`config.mk`:
```
export PLATFORM = sky130hd
export DESIGN_NAME = dhl_ctrl
export DESIGN_NICKNAME = d
export VERILOG_FILES = /design/src/hw/rtl/dhl_pkg.sv /design/src/hw/rtl/dhl_ctrl.sv
export SDC_FILE = /design/constraint.sdc
export NUM_CORES = 1
export LEC_CHECK = 0
export BUFFER_PORTS_ARGS = -buffer_cell sky130_fd_sc_hd__clkbuf_2
export CAP_MARGIN = 40
export CORE_AREA = 8 8 45 47
export DETAILED_ROUTE_END_ITERATION = 10
export DIE_AREA = 0 0 53 55
export PLACE_DENSITY_LB_ADDON = 0.05
export SYNTH_ARGS = -nofsm -noshare
export SYNTH_HDL_FRONTEND = slang
export SYNTH_SLANG_ARGS = --single-unit
```
`constraint.sdc`:
```
create_clock -name clock -period 1.9 [get_ports clock]
set_clock_uncertainty 0.2 [all_clocks]
set_input_delay 0.095 -clock clock [delete_from_list [all_inputs] [get_ports clock]]
set_output_delay 0.095 -clock clock [all_outputs]
set_load 0.03 [all_outputs]
```
`src/hw/rtl/dhl_pkg.sv`:
```
// dhl_pkg: shared widths, codes and command/status structs for the
// double-hashing lookup/insert table; no dependencies

package dhl_pkg;

   localparam int KEY_W        = 31;
   localparam int FRAC_W       = 32;
   localparam int SIZE_W       = 11;
   localparam int SLOT_W       = 10;
   localparam int STAT_W       = 2;
   localparam int ENTRY_W      = KEY_W + 1;
   localparam int SIZE_MAX     = (1 << SIZE_W) - 1;
   localparam int MAX_SLOTS_DEF = 1024;

   // remainder unit: bits retired per cycle and steps per key
   localparam int DIV_BITS     = 4;
   localparam int DIV_STEPS    = (KEY_W + DIV_BITS - 1) / DIV_BITS;
   localparam int DIVIDEND_W   = DIV_STEPS * DIV_BITS;
   localparam int DIV_CNT_W    = (DIV_STEPS > 1) ? $clog2(DIV_STEPS) : 1;

   // configuration port
   localparam int CSR_IDX_W    = 1;
   localparam int CSR_DATA_W   = 32;
   localparam logic [CSR_IDX_W-1:0] CSR_MULT = 1'd0;
   localparam logic [CSR_IDX_W-1:0] CSR_SIZE = 1'd1;
   localparam logic [FRAC_W-1:0] MULT_RESET = 32'd2654435769;
   localparam logic [SIZE_W-1:0] SIZE_RESET = 11'd1024;

   typedef enum logic [STAT_W-1:0] {
      ST_FOUND    = 2'd0,
      ST_INSERTED = 2'd1,
      ST_FULL     = 2'd2
   } dhl_status_type;

   typedef struct packed {
      logic           clear_wr;
      logic           load_key;
      logic           start_probe;
      logic           insert;
      logic           advance;
      logic           set_result;
      dhl_status_type result_status;
      logic           load_rsp;
   } dhl_cmd_type;

   typedef struct packed {
      logic clear_last;
      logic rem_done;
      logic entry_used;
      logic key_match;
      logic probe_last;
   } dhl_sts_type;

endpackage

```
`src/hw/rtl/dhl_ctrl.sv`:
```
// dhl_ctrl: controller state machine for clearing, hashing, probing and
// response handoff; depends on dhl_pkg

module dhl_ctrl import dhl_pkg::*; (
   input  logic        clock,
   input  logic        reset,
   input  logic        req_valid,
   output logic        req_stall,
   output logic        rsp_valid,
   input  logic        rsp_stall,
   input  dhl_sts_type sts,
   output dhl_cmd_type cmd
);

   typedef enum logic [5:0] {
      S_CLEAR   = 6'b000001,
      S_IDLE    = 6'b000010,
      S_HASH    = 6'b000100,
      S_READ    = 6'b001000,
      S_CHECK   = 6'b010000,
      S_DELIVER = 6'b100000
   } dhl_state_type;

   dhl_state_type state_ff, state_in;
   logic          rsp_valid_ff, rsp_valid_in;
   logic          out_free;

   assign out_free  = !rsp_valid_ff || !rsp_stall;
   assign req_stall = (state_ff != S_IDLE);
   assign rsp_valid = rsp_valid_ff;

   always_comb begin
      state_in = state_ff;
      rsp_valid_in = rsp_valid_ff && rsp_stall;
      cmd = '0;
      cmd.result_status = ST_FOUND;
      case (state_ff)
         S_CLEAR: begin
            cmd.clear_wr = 1'b1;
            if (sts.clear_last) begin
               state_in = S_IDLE;
            end
         end
         S_IDLE: begin
            if (req_valid) begin
               cmd.load_key = 1'b1;
               state_in = S_HASH;
            end
         end
         S_HASH: begin
            if (sts.rem_done) begin
               cmd.start_probe = 1'b1;
               state_in = S_READ;
            end
         end
         S_READ: begin
            state_in = S_CHECK;
         end
         S_CHECK: begin
            if (!sts.entry_used) begin
               cmd.insert = 1'b1;
               cmd.set_result = 1'b1;
               cmd.result_status = ST_INSERTED;
               state_in = S_DELIVER;
            end else if (sts.key_match) begin
               cmd.set_result = 1'b1;
               cmd.result_status = ST_FOUND;
               state_in = S_DELIVER;
            end else if (sts.probe_last) begin
               cmd.set_result = 1'b1;
               cmd.result_status = ST_FULL;
               state_in = S_DELIVER;
            end else begin
               cmd.advance = 1'b1;
               state_in = S_READ;
            end
         end
         S_DELIVER: begin
            if (out_free) begin
               cmd.load_rsp = 1'b1;
               rsp_valid_in = 1'b1;
               state_in = S_IDLE;
            end
         end
         default: begin
            state_in = S_IDLE;
         end
      endcase
   end

   always_ff @(posedge clock) begin
      if (reset) begin
         state_ff     <= S_CLEAR;
         rsp_valid_ff <= 1'b0;
      end else begin
         state_ff     <= state_in;
         rsp_valid_ff <= rsp_valid_in;
      end
   end

endmodule

```
==> out/metrics.csv <==
stage,metric,value,unit
pwr,Pwr Density,523,nW/µm²
global_routing,vias in the first global route,497,
clock_tree,"Reg clk slew, reported paths",0.05,ns
die,Initial Util,0.350,
clock_tree,Num CTS Buffers,3,
placed_design,placed instance area,639,µm²
placed_design,placed cell count,95,
clock_tree,root buffer cell,clkbuf_4,
synthesis,Cells after Synth,57,
die,Die W,53,µm
die,height of the chip,55,µm
global_routing,pin count of the biggest net entering global routing,8,
timing,Final Hold Viols,0,
worst_setup_path,Worst setup SP type,register,
timing,# setup viols final,3,
status,failing checks,setup timing,
worst_setup_path,crit path max fanout,4,
cells_and_area,ratio of cells with drive above 1 in the final layout,0.455,
worst_setup_path,Setup Crit Path Kind,reg2out,
clock_tree,Longest Clk Path Bufs,2,
timing,unrepaired setup endpoints after global routing,true,
synthesis,post-synthesis cell area,484,µm²
synthesis,Yosys reg bits,7,
cells_and_area,Syn-to-layout area delta,62.0,%
timing,Slew headroom,0.705,
placed_design,HPWL Detailed,995,µm
drt,First DRT Iteration DRCs,3,
timing,Final Worst Setup Slack,-0.0565,ns
synthesis,Netlist cell types,34,
worst_hold_path,Hold Crit Class,in2reg,
pwr,total power,0.000410,W
timing,Max Clock Freq,511,MHz
cells_and_area,Post-Layout Cell Count,104,
cells_and_area,Layout Nets,98,
clock_tree,H-tree lvl count,1,
worst_setup_path,Critical R2R Launch,state_ff[5]$_SDFFE_PP0P_,
die,row count,14,
status,status,"finished, violations left",
clock_tree,"Clk Latency, worst-skew pair",0.26,ns
worst_setup_path,crit end category,primary output,
drt,Routed WL per cell,12.5,µm
cells_and_area,# diodes,0,
worst_setup_path,"reg-to-reg slack, setup",0.18,ns
synthesis,syn_nets,66,
cells_and_area,"commonest non-fill, non-tap cell in the layout",clkbuf_2,
cells_and_area,cell area after layout,785,µm²
drt,first-pass detailed-route iteration total,4,
drt,via count,519,
cells_and_area,fill cell count,137,
worst_setup_path,"Data required, critical path",1.60,ns
worst_hold_path,Hold Startpoint,sts[1],
synthesis,register area share after synthesis,0.289,
global_routing,initial antenna violation count,0,
pwr,Pleak,0.356,nW
clock_tree,CTS tree,done,
drt,DRC,0,
drt,final WL,1.30,mm
global_routing,overall global routing resource usage,0.104,
timing,Slew @ Worst Pin,0.441,ns
synthesis,Yosys warnings,0,
drt,DRT antenna net count,0,
die,core box area,1380,µm²
placed_design,RD Place Congestion,0.738,
worst_setup_path,Worst Path Arrival,1.66,ns
worst_setup_path,CP startpoint,state_ff[5]$_SDFFE_PP0P_,
cells_and_area,most frequent cells in the layout,"clkbuf_2 (10), buf_4 (8), clkbuf_8 (6), dfxtp_1 (5), dlygate4sd3_1 (4)",
die,num ports,20,
placed_design,IO Port Bufs,19,
synthesis,Mean Syn Cell Area,8.49,µm²
timing,final cycle utilization of the critical path,1.03,
die,Die Area,2920,µm²
timing,Max Slew Vio Count,0,
timing,TNS Setup,-0.0688,ns
timing,fin crit period,1.96,ns
clock_tree,clk sink count,7,
pwr,VDD IR-drop max,0.000355,V
drt,vias per cell,4.99,
job,max cap viols,0,
global_routing,Congestion Overflow GR,0,
global_routing,first-pass GRT wire length,2.21,mm
state kept, by name, indices dropped and copies added (netlist names):
register / cells
rsp_valid: 1
state_ff: 6
power breakdown:
group          switching [W]  internal (W)  leakage (nW)  total, W
Sequential        0.00000368      0.000153        0.0582  0.000156
Combinational      0.0000557     0.0000603         0.282  0.000116
Clock              0.0000572     0.0000803        0.0150  0.000137
Total               0.000117      0.000293         0.356  0.000410
area by class of cell:
cell class                 count  area (µm²)  share of cell area
inverter                       3        11.3              0.0144
multi-input combinational     44         335               0.427
timing repair buffer          30         249               0.317
tap                           16        20.0              0.0255
clock buffer                   4        26.3              0.0335
sequential                     7         143               0.182
synth_stat cells (all sizes together):
cell type,number,area share
o21ai,1,0.010
a2bb2oi,1,0.018
nor2,6,0.052
nor4,2,0.026
a221oi,1,0.018
nor2b,3,0.054
a21oi,3,0.031
buf,3,0.036
o21a,1,0.016
o22ai,1,0.013
a22o,1,0.018
nand2,2,0.016
a21o,1,0.016
and2,2,0.031
o31ai,1,0.016
and2b,1,0.016
o2bb2ai,1,0.018
nor3b,5,0.088
dfxtp,7,0.29
inv,3,0.023
or4,2,0.039
and3b,1,0.018
nand3b,2,0.031
nand2b,3,0.054
o211a,1,0.021
a211oi,1,0.016
xnor2,1,0.018
timing repair:
action / 4_1_cts / 5_1_grt
hold buffers: 4 / 0
endpoints found under the hold margin: 4 / 0
setup endpoints to repair: 8 / 10
pin swaps: 2 / 0
resized for setup: 16 / 7
setup buffers: 1 / 0
path summary, 6_finish.rpt:
kind | endpoint | cells past startpoint
setup / recovery | cmd[7] | 4
hold / removal | state_ff[5]$_SDFFE_PP0P_ | 4
setup reg to reg | state_ff[1]$_SDFFE_PP0P_ | 4
hold reg to reg | state_ff[4]$_SDFFE_PP0P_ | 2
worst max-delay path, stage by stage (launching register included):
cell      delay [ns]
dfxtp_2         0.34
or4_4           0.56
nor3b_2         0.20
and2_4          0.17
clkbuf_8        0.15
metal layers:
| layer | GRT usage | routed length (µm) | up-vias |
|---|---|---|---|
| met5 | 0 | 0 | - |
| met4 | 0.0517 | 24 | 0 |
| met3 | 0.0588 | 115 | 5 |
| met2 | 0.172 | 621 | 14 |
| met1 | 0.105 | 542 | 233 |
| li1 | - | - | 267 |
metrics by stage:
step           hold WS [ns]  setup WS [ns]   util
2_1_floorplan       -0.0359         0.0283      -
3_3_place_gp          0.148          0.133  0.462
3_5_place_dp          0.155          0.120  0.462
4_1_cts              0.0492        -0.0640  0.559
5_1_grt              0.0584         -0.115  0.567
6_report             0.0450        -0.0565  0.567
cells by family after synthesis:
group           Yosys count  share of synthesized area
compound gates           14                      0.209
xor+xnor                  1                     0.0181
buf+inv                   6                     0.0594
flops                     7                      0.289
simple gates             29                      0.424
Power figures use the tool's default switching activity.
